**src/rtl/hsc_pkg.sv**
```systemverilog
// hsc_pkg: shared types and constants for the heading/speed controller.
// No dependencies.
`default_nettype none
package hsc_pkg;

    localparam int TABLE_LEN = 20;
    localparam logic signed [35:0] PI_Q30      = 36'sd3373259426;
    localparam logic signed [35:0] HALF_PI_Q30 = 36'sd1686629713;
    localparam logic signed [35:0] INV_GAIN    = 36'sd652032874;
    localparam logic signed [35:0] ONE_Q30     = 36'sd1073741824;
    localparam logic signed [15:0] PI_Q12      = 16'sd12868;
    localparam logic signed [15:0] TWO_PI_Q12  = 16'sd25736;

    localparam logic [2:0] REG_HGAIN  = 3'd0;
    localparam logic [2:0] REG_HRGAIN = 3'd1;
    localparam logic [2:0] REG_SGAIN  = 3'd2;
    localparam logic [2:0] REG_SLIM   = 3'd3;
    localparam logic [2:0] REG_ARAD   = 3'd4;

    typedef enum logic [3:0] {
        ST_IDLE,
        ST_SQRT,
        ST_ATAN,
        ST_WRAP,
        ST_COS,
        ST_POW,
        ST_GAIN,
        ST_SPEED,
        ST_TURN,
        ST_OUT
    } state_t;

    typedef struct packed {
        logic load;
        logic sqrt_step;
        logic atan_step;
        logic wrap;
        logic cos_step;
        logic pow_step;
        logic gain;
        logic speed;
        logic turn;
        logic out_load;
    } cmd_t;

    typedef struct packed {
        logic sqrt_done;
        logic atan_done;
        logic cos_done;
        logic pow_done;
        logic out_full;
    } status_t;

    function automatic logic signed [35:0] atan_q30(input logic [4:0] i);
        case (i)
            5'd0:  atan_q30 = 36'sd843314857;
            5'd1:  atan_q30 = 36'sd497837829;
            5'd2:  atan_q30 = 36'sd263043837;
            5'd3:  atan_q30 = 36'sd133525159;
            5'd4:  atan_q30 = 36'sd67021687;
            5'd5:  atan_q30 = 36'sd33543516;
            5'd6:  atan_q30 = 36'sd16775851;
            5'd7:  atan_q30 = 36'sd8388437;
            5'd8:  atan_q30 = 36'sd4194283;
            5'd9:  atan_q30 = 36'sd2097149;
            5'd10: atan_q30 = 36'sd1048576;
            5'd11: atan_q30 = 36'sd524288;
            5'd12: atan_q30 = 36'sd262144;
            5'd13: atan_q30 = 36'sd131072;
            5'd14: atan_q30 = 36'sd65536;
            5'd15: atan_q30 = 36'sd32768;
            5'd16: atan_q30 = 36'sd16384;
            5'd17: atan_q30 = 36'sd8192;
            5'd18: atan_q30 = 36'sd4096;
            5'd19: atan_q30 = 36'sd2048;
            default: atan_q30 = 36'sd0;
        endcase
    endfunction

endpackage
`default_nettype wire

```
**src/rtl/hsc_ctrl.sv**
```systemverilog
// hsc_ctrl: sequencing state machine for the controller.
// Depends on hsc_pkg.
`default_nettype none
module hsc_ctrl (
    input  wire logic              clk,
    input  wire logic              rst_n,
    input  wire logic              in_fire,
    input  wire hsc_pkg::status_t  status,
    output hsc_pkg::cmd_t          cmd,
    output logic                   in_ready
);
    hsc_pkg::state_t state_reg, state_next;

    always_ff @(posedge clk or negedge rst_n)
    begin
        if (!rst_n)
        begin
            state_reg <= hsc_pkg::ST_IDLE;
        end
        else
        begin
            state_reg <= state_next;
        end
    end

    always_comb
    begin
        state_next = state_reg;
        case (state_reg)
            hsc_pkg::ST_IDLE:  if (in_fire) state_next = hsc_pkg::ST_SQRT;
            hsc_pkg::ST_SQRT:  if (status.sqrt_done) state_next = hsc_pkg::ST_ATAN;
            hsc_pkg::ST_ATAN:  if (status.atan_done) state_next = hsc_pkg::ST_WRAP;
            hsc_pkg::ST_WRAP:  state_next = hsc_pkg::ST_COS;
            hsc_pkg::ST_COS:   if (status.cos_done) state_next = hsc_pkg::ST_POW;
            hsc_pkg::ST_POW:   if (status.pow_done) state_next = hsc_pkg::ST_GAIN;
            hsc_pkg::ST_GAIN:  state_next = hsc_pkg::ST_SPEED;
            hsc_pkg::ST_SPEED: state_next = hsc_pkg::ST_TURN;
            hsc_pkg::ST_TURN:  state_next = hsc_pkg::ST_OUT;
            hsc_pkg::ST_OUT:   if (!status.out_full) state_next = hsc_pkg::ST_IDLE;
            default:           state_next = hsc_pkg::ST_IDLE;
        endcase
    end

    always_comb
    begin
        cmd = '0;
        in_ready = 1'b0;
        case (state_reg)
            hsc_pkg::ST_IDLE:
            begin
                in_ready = 1'b1;
                cmd.load = in_fire;
            end
            hsc_pkg::ST_SQRT:  cmd.sqrt_step = 1'b1;
            hsc_pkg::ST_ATAN:  cmd.atan_step = 1'b1;
            hsc_pkg::ST_WRAP:  cmd.wrap = 1'b1;
            hsc_pkg::ST_COS:   cmd.cos_step = 1'b1;
            hsc_pkg::ST_POW:   cmd.pow_step = 1'b1;
            hsc_pkg::ST_GAIN:  cmd.gain = 1'b1;
            hsc_pkg::ST_SPEED: cmd.speed = 1'b1;
            hsc_pkg::ST_TURN:  cmd.turn = 1'b1;
            hsc_pkg::ST_OUT:   cmd.out_load = !status.out_full;
            default:           cmd = '0;
        endcase
    end
endmodule
`default_nettype wire

```
**config.mk**
```make
export PLATFORM = sky130hd
export DESIGN_NAME = hsc_ctrl
export DESIGN_NICKNAME = d
export VERILOG_FILES = /design/src/rtl/hsc_pkg.sv /design/src/rtl/hsc_ctrl.sv
export SDC_FILE = /design/constraint.sdc
export NUM_CORES = 1
export LEC_CHECK = 0
export ABC_AREA = 1
export CORE_AREA = 2 2 39 41
export CTS_CLUSTER_DIAMETER = 120
export DETAILED_ROUTE_END_ITERATION = 16
export DIE_AREA = 0 0 41 43
export DONT_BUFFER_PORTS = 1
export PLACE_DENSITY = 0.48
export SLEW_MARGIN = 0
export SYNTH_ARGS = -nofsm -noshare
export SYNTH_HDL_FRONTEND = slang
export SYNTH_SLANG_ARGS = --single-unit
```
**constraint.sdc**
```tcl
create_clock -name clk -period 1.6 [get_ports clk]
set_input_delay 0.32 -clock clk [delete_from_list [all_inputs] [get_ports clk]]
set_output_delay 0.32 -clock clk [all_outputs]
set_load 0.005 [all_outputs]
```
==> Implementation_results.wiki, run 1 <==
{| class="wikitable"
! Metric !! Value
|-
| Full die area || 1763 sq um
|-
| Number of max-cap violations || 0
|-
| I/O pins || 19
|-
| Number of clock sinks || 4
|-
| Top cells by area in the synthesized netlist || sky130_fd_sc_hd__dfrtp_1 26%, sky130_fd_sc_hd__nand2_1 9.9%, sky130_fd_sc_hd__inv_1 8.9%
|-
| Count of routing violations after the opening detailed-route iteration || 7
|-
| Post-route clock skew || 0.006687 ns
|-
| Drt first pass iters || 3
|-
| Dpl cell area || 395.4 sq um
|-
| Wire length per cell || 11.66 um
|-
| Type of the worst min-delay path || input port to register
|-
| Synthesized flop and latch total || 4
|-
| Data required time at the worst endpoint || 1.28 ns
|-
| Summed instance area of the synthesized netlist || 379.1 sq um
|-
| Worst hold path cell count || 3
|-
| Initial core utilization || 0.2740
|-
| WP data arrival || 1.19 ns
|-
| Worst setup slack after layout || 0.09310 ns
|-
| Total nets after synthesis || 67
|-
| Largest fanout of any net on the critical path || 5
|-
| Peak supply drop || 0.8936 mV
|-
| Part of the cycle the worst path needs || 0.9418
|-
| Minimum period implied by the final worst setup slack || 1.507 ns
|-
| Power density relative to cell area || 2202 nW/um^2
|-
| Layout overhead on the synthesized area || 15.51%
|-
| Total power consumption of the routed design || 964.2 uW
|-
| Longest individual stage delay on the worst path || 0.46 ns
|-
| Global-route wire length before repair || 1600 um
|-
| Transition at the pin with the smallest max-transition slack || 0.2601 ns
|-
| Count of yosys warnings during synthesis || 0
|-
| Setup fix buffers added after clock tree synthesis || 0
|-
| Utilization after layout || 0.3165
|-
| End of the worst hold path || state_reg[1]$_DFFE_PN0P_
|-
| Final Slew Violations || 0
|-
| Crit path cell chain || nor2_2, inv_1, nor3_1
|-
| Number of non-filler instances in the completed layout || 79
|-
| Final-stage net count || 73
|-
| Result of the run || finished clean
|-
| Achievable frequency || 663.6 MHz
|-
| Clock buffer count from CTS || 3
|-
| Hold_sp || status[3]
|-
| Vias in the first global route || 367
|-
| Predominant post-synthesis flop cell || sky130_fd_sc_hd__dfrtp_1
|-
| Core area || 1384 sq um
|-
| Library cells used by synthesis || 18
|-
| Maximum buffer depth of the clock tree || 2
|-
| Quantity of I/O buffers inserted on ports || 0
|-
| Finished Cell Area || 437.9 sq um
|-
| Worst hold margin || 0.2915 ns
|-
| Sequential share of the synthesized area || 0.2640
|-
| Number of enable-type register cells in the synthesized netlist || 0
|-
| Number of rows in the core area || 14
|-
| Flop-to-flop setup slack || 0.32 ns
|-
| Vias/cell || 4.582
|-
| Top cell types by occurrence after synthesis || 10 x sky130_fd_sc_hd__nand2_1, 9 x sky130_fd_sc_hd__inv_1, 9 x sky130_fd_sc_hd__nor2_1
|-
| # setup viols final || 0
|-
| Cells on worst reg2reg path || 8
|-
| Worst-path clk slew || 0.04 ns
|-
| Final total negative setup slack || 0 ns
|-
| Syn Inst Count || 59
|-
| Largest register FFs || 4
|-
| Layout cells sized above 1 || 0.3175
|-
| RSZ-0062 raised after global routing || no
|-
| CTS Root Cell || sky130_fd_sc_hd__clkbuf_4
|-
| Setup crit end kind || primary output
|-
| Post-Synthesis Mean Instance Area || 6.426 sq um
|-
| Static leakage || 0.2302 nW
|-
| DR vias || 362
|-
| Most instantiated library cell after synthesis || sky130_fd_sc_hd__nand2_1
|-
| Antenna violations before repair || 0
|-
| Reg-to-reg critical path startpoint || state_reg[2]$_DFFE_PN0P_
|-
| Footprint of the multi-input gates || 225.2 sq um
|-
| Weighted congestion reported at the end of routability-driven placement || 0.7775
|-
| Number of hold violations in the final report || 0
|-
| Die H || 43 um
|-
| Placed instance count || 75
|-
| Setup CP Type || register to primary output
|-
| Sum of net half-perimeters after detailed placement || 767.8 um
|-
| Crit-path slowest cell || sky130_fd_sc_hd__dfrtp_1
|-
| Clock latency reported for the late side of the worst-skew pair || 0.23 ns
|-
| N_diodes || 0
|-
| Post-route ant nets || 0
|-
| Post-synth ARST share || 1.000
|-
| Top-area cell type share of the netlist area || 0.2640
|-
| Element type at the critical path start || register
|-
| Combined flip-flop and latch cell area || 101.3 sq um
|-
| Overflow after GRT || 0
|-
| DP Worst Slack || 0.2458 ns
|-
| Die extent in x || 41 um
|-
| Headroom to the max-slew limit || 0.8252
|-
| Reg-to-reg critical path endpoint || state_reg[0]$_DFFE_PN0P_
|-
| Buffers & Inverters on Critical Path || 1
|-
| TritonCTS clock tree || done
|-
| Number of remaining DRC errors || 0
|-
| Overall routed net length || 921 um
|-
| Level count of the clock H-tree || 1
|-
| Cell class contributing the biggest share of worst-path delay || flip-flops
|-
| Pin count of the biggest net entering global routing || 9
|-
| Filler cells || 163
|-
| Leading area contributor after synthesis || sky130_fd_sc_hd__dfrtp_1
|-
| All-layer global routing usage || 0.1394
|}
-- worst min-delay path: cells and delay by family --
family	cells	cell delay, ns
simple gates	2	0.13
buf+inv	1	0.03
-- layer usage --
layer / global-route usage / up-vias / share of wire
li1: - / 192 / -
met1: 0.1803 / 163 / 0.48
met2: 0.1938 / 7 / 0.49
met3: 0.04712 / 0 / 0.025
met4: 0.08000 / 0 / 0
met5: 0 / - / 0
-- cells by family after synthesis --
kind of cell,synth area share
DFF,0.2640
AOI/OAI and AO/OA,0.03300
buffers and inverters,0.1650
and+or+nand+nor,0.5380
-- how the worst max path moves through the flow --
stage / slack [ns] / cells past startpoint / startpoint / endpoint
6_report: 0.09 / 3 / state_reg[2]$_DFFE_PN0P_ / cmd[7]
5_1_grt: 0.02 / 3 / state_reg[2]$_DFFE_PN0P_ / cmd[7]
4_1_cts: 0.06 / 3 / state_reg[0]$_DFFE_PN0P_ / cmd[1]
3_5_place_dp: 0.25 / 4 / state_reg[0]$_DFFE_PN0P_ / cmd[0]
3_3_place_gp: 0.29 / 3 / state_reg[0]$_DFFE_PN0P_ / cmd[1]
2_1_floorplan: 0.41 / 3 / state_reg[2]$_DFFE_PN0P_ / cmd[7]
-- layout by cell type, fill, tap and decap left out, types with 2 or more instances in the layout --
master and n:
sky130_fd_sc_hd__clkbuf_4 3, sky130_fd_sc_hd__dfrtp_1 3, sky130_fd_sc_hd__inv_1 9, sky130_fd_sc_hd__inv_2 3, sky130_fd_sc_hd__nand2_1 10, sky130_fd_sc_hd__nand2_2 2
sky130_fd_sc_hd__nand3_1 5, sky130_fd_sc_hd__nor2_1 8, sky130_fd_sc_hd__nor2_2 4, sky130_fd_sc_hd__nor2_4 2, sky130_fd_sc_hd__nor3_1 4
-- timing repair --
action / in CTS / in global routing
hold buffers: 1 / 0
hold endpoints to repair: 4 / 0
resized for setup: 1 / 2
pin swaps: 0 / 0
setup endpoints to repair: 1 / 2
gates cloned: 0 / 0
-- power by group --
| group | switching (mW) | total [mW] | internal [mW] |
|---|---|---|---|
| Sequential | 0.109 | 0.265 | 0.156 |
| Combinational | 0.371 | 0.576 | 0.205 |
| Clock | 0.0395 | 0.123 | 0.0838 |
| Total | 0.520 | 0.964 | 0.445 |
-- layout make-up --
cell class,instances,share of cell area
multi-input cells,41,0.5143
flip-flops and latches,4,0.2314
inverters,13,0.1171
clock buffers,3,0.05143
well taps,16,0.04571
repair buffers,2,0.04000
Note: power is estimated with default switching activity, not from simulation.
==> run 2, diff against run 1 <==
--- a/config.mk
+++ b/config.mk
@@ -6,12 +6,12 @@
 export NUM_CORES = 1
 export LEC_CHECK = 0
 export ABC_AREA = 1
+export BUFFER_PORTS_ARGS = -buffer_cell sky130_fd_sc_hd__buf_4
 export CORE_AREA = 2 2 39 41
 export CTS_CLUSTER_DIAMETER = 120
 export DETAILED_ROUTE_END_ITERATION = 16
 export DIE_AREA = 0 0 41 43
-export DONT_BUFFER_PORTS = 1
-export PLACE_DENSITY = 0.48
+export PLACE_DENSITY = 0.6
 export SLEW_MARGIN = 0
 export SYNTH_ARGS = -nofsm -noshare
 export SYNTH_HDL_FRONTEND = slang
==> run 2 against run 1 <==
Total power rose by 19%. Fmax shrank 3.3%. Hold slack improved by 0.067 ns. First-iteration DRC count shrank 57%. Register-to-register slack gained 0.08 ns. Critical path depth rose by 2. Wire length fell by 1.1%. Highest routed layer unchanged.
==> Implementation_results.wiki, run 2 (synthesis gave the netlist of run 1 again) <==
{| class="wikitable"
! Metric !! Value
|-
| Transition at the pin with the smallest max-transition slack || 0.2309 ns (was 0.2601 ns)
|-
| Initial core utilization || 0.2740 (unchanged)
|-
| Vias/cell || 4.371 (was 4.582)
|-
| Weighted congestion reported at the end of routability-driven placement || 0.8027 (was 0.7775)
|-
| Number of hold violations in the final report || 0 (unchanged)
|-
| Overflow after GRT || 0 (unchanged)
|-
| Sw Ratio || 0.4951 (was 0.5389)
|-
| Pin count of the biggest net entering global routing || 9 (unchanged)
|-
| Largest fanout of any net on the critical path || 8 (was 5)
|-
| N_diodes || 0 (unchanged)
|-
| Cells on worst reg2reg path || 8 (unchanged)
|-
| Number of clock sinks || 4 (unchanged)
|-
| Placed instance count || 93 (was 75)
|-
| Count of routing violations after the opening detailed-route iteration || 3 (was 7)
|-
| Final-stage net count || 91 (was 73)
|-
| Combined flip-flop and latch cell area || 103.9 sq um (was 101.3 sq um)
|-
| Minimum period implied by the final worst setup slack || 1.559 ns (was 1.507 ns)
|-
| Share of power burned in combinational logic || 0.652 (was 0.598)
|-
| Utilization after layout || 0.4304 (was 0.3165)
|-
| Setup crit end kind || primary output (unchanged)
|-
| All-layer global routing usage || 0.1120 (was 0.1394)
|-
| Number of non-filler instances in the completed layout || 97 (was 79)
|-
| CTS Root Cell || sky130_fd_sc_hd__clkbuf_4 (unchanged)
|-
| Footprint of the multi-input gates || 245.2 sq um (was 225.2 sq um)
|-
| Number of rows in the core area || 14 (unchanged)
|-
| Number of max-cap violations || 0 (unchanged)
|-
| Core area || 1384 sq um (unchanged)
|-
| Worst hold path cell count || 4 (was 3)
|-
| Largest register FFs || 4 (unchanged)
|-
| Part of the cycle the worst path needs || 0.9743 (was 0.9418)
|-
| Global-route wire length before repair || 1338 um (was 1600 um)
|-
| Headroom to the max-slew limit || 0.8461 (was 0.8252)
|-
| Overall routed net length || 911 um (was 921 um)
|-
| Design internal power || 579.3 uW (was 444.6 uW)
|-
| Commonest non-fill, non-tap cells in the layout || 19 x sky130_fd_sc_hd__buf_4, 10 x sky130_fd_sc_hd__nand2_1, 7 x sky130_fd_sc_hd__inv_1 (was 10 x sky130_fd_sc_hd__nand2_1, 9 x sky130_fd_sc_hd__inv_1, 8 x sky130_fd_sc_hd__nor2_1)
|-
| Setup CP Type || register to primary output (unchanged)
|-
| Peak supply drop || 0.8432 mV (was 0.8936 mV)
|-
| Drt first pass iters || 3 (unchanged)
|-
| Clock latency reported for the late side of the worst-skew pair || 0.23 ns (about the same)
|-
| Die extent in x || 41 um (unchanged)
|-
| Worst-path clk slew || 0.04 ns (about the same)
|-
| DR vias || 424 (was 362)
|-
| Static leakage || 0.3204 nW (was 0.2302 nW)
|-
| Data required time at the worst endpoint || 1.28 ns (about the same)
|-
| Worst hold margin || 0.3584 ns (was 0.2915 ns)
|-
| Element type at the critical path start || register (unchanged)
|-
| Full die area || 1763 sq um (unchanged)
|-
| Level count of the clock H-tree || 1 (unchanged)
|-
| Post-route clock skew || 0.006453 ns (was 0.006687 ns)
|-
| Power density relative to cell area || 1926 nW/um^2 (was 2202 nW/um^2)
|-
| Filler cells || 152 (was 163)
|-
| Layout overhead on the synthesized area || 57.10% (was 15.51%)
|-
| Most common library cell in the layout ignoring fill and taps || sky130_fd_sc_hd__buf_4 (was sky130_fd_sc_hd__nand2_1)
|-
| Net switching component of the power || 568.0 uW (was 519.6 uW)
|-
| RSZ-0062 raised after global routing || yes (was no)
|-
| Layout cells sized above 1 || 0.5679 (was 0.3175)
|-
| Setup fix buffers added after clock tree synthesis || 0 (unchanged)
|-
| Maximum buffer depth of the clock tree || 2 (unchanged)
|-
| Final total negative setup slack || 0 ns (unchanged)
|-
| Final Slew Violations || 0 (unchanged)
|-
| Sum of net half-perimeters after detailed placement || 732.8 um (was 767.8 um)
|-
| # setup viols final || 0 (unchanged)
|-
| Quantity of I/O buffers inserted on ports || 18 (was 0)
|-
| Sequential Power Share || 0.242 (was 0.275)
|-
| Type of the worst min-delay path || input port to register (unchanged)
|-
| Number of remaining DRC errors || 0 (unchanged)
|-
| I/O pins || 19 (unchanged)
|-
| Die H || 43 um (unchanged)
|-
| Achievable frequency || 641.5 MHz (was 663.6 MHz)
|-
| WP data arrival || 1.24 ns (was 1.19 ns)
|-
| Clock network fraction of total power || 0.106 (was 0.128)
|-
| Antenna violations before repair || 0 (unchanged)
|-
| Wire length per cell || 9.392 um (was 11.66 um)
|-
| Result of the run || finished clean (unchanged)
|-
| Clock buffer count from CTS || 3 (unchanged)
|-
| Post-route ant nets || 0 (unchanged)
|-
| Vias in the first global route || 348 (was 367)
|-
| TritonCTS clock tree || done (unchanged)
|}
## run 2: cell count changes in the layout (fill, tap and decap cells not counted), sizes merged
cell | previous run | this run
buf | 1 | 19
## run 2: cell type report
cell class / instances / area share
Multi-Input combinational cell: 41 / 0.4118
Timing Repair Buffer: 20 / 0.2563
Tap cell: 16 / 0.03361
Sequential cell: 4 / 0.1744
Inverter: 13 / 0.08613
Clock buffer: 3 / 0.03782
## run 2: routing by layer
metal	part of all wire	track usage	vias up
met5	0	0	-
met4	0	0.02000	0
met3	0.10	0.06283	0
met2	0.43	0.1531	16
met1	0.47	0.1536	179
li1	-	-	229
## run 2: what timing repair did
item	4_1_cts	5_1_grt
hold endpoints to repair	4	0
resized for setup	1	11
endpoints found under the setup margin	2	5
hold buffers	1	0
pin swaps	0	1
## run 2: worst paths after layout
check                                          from                        to  slack [ns]
setup / recovery           state_reg[0]$_DFFE_PN0P_                    cmd[0]        0.04
max in group asynchronous                     rst_n  state_reg[2]$_DFFE_PN0P_        1.07
hold / removal                            status[3]  state_reg[1]$_DFFE_PN0P_        0.36
min in group asynchronous                     rst_n  state_reg[1]$_DFFE_PN0P_        0.42
setup reg to reg           state_reg[3]$_DFFE_PN0P_  state_reg[0]$_DFFE_PN0P_        0.40
hold reg to reg            state_reg[0]$_DFFE_PN0P_  state_reg[0]$_DFFE_PN0P_        0.64
## run 2: critical path, cell delays in order, from the launching register on
cell,delay [ns]
sky130_fd_sc_hd__dfrtp_2,0.48
sky130_fd_sc_hd__inv_4,0.06
sky130_fd_sc_hd__nor2_4,0.12
sky130_fd_sc_hd__inv_2,0.06
sky130_fd_sc_hd__nor4_2,0.13
sky130_fd_sc_hd__buf_4,0.15
## run 2: power by group through the flow
stage / combinational (mW) / clock, mW / sequential [mW]
finish: 0.748 / 0.122 / 0.277
global route: 0.827 / 0.133 / 0.285
CTS: 0.706 / 0.127 / 0.256
detailed placement: 0.700 / 0 / 0.253
global placement: 0.705 / 0 / 0.251
floorplan: 0.510 / 0 / 0.209
## run 2: stage by stage
| stage | cell area [sq um] | power [mW] | setup slack (ns) |
|---|---|---|---|
| after floorplan | 379.1 | 0.7195 | 0.4125 |
| after global placement | 530.5 | 0.9557 | 0.2147 |
| after detailed placement | 530.5 | 0.9525 | 0.2097 |
| after CTS | 564.3 | 1.089 | 0.003065 |
| after global routing | 595.6 | 1.246 | -0.02606 |
| final | 595.6 | 1.147 | 0.04111 |
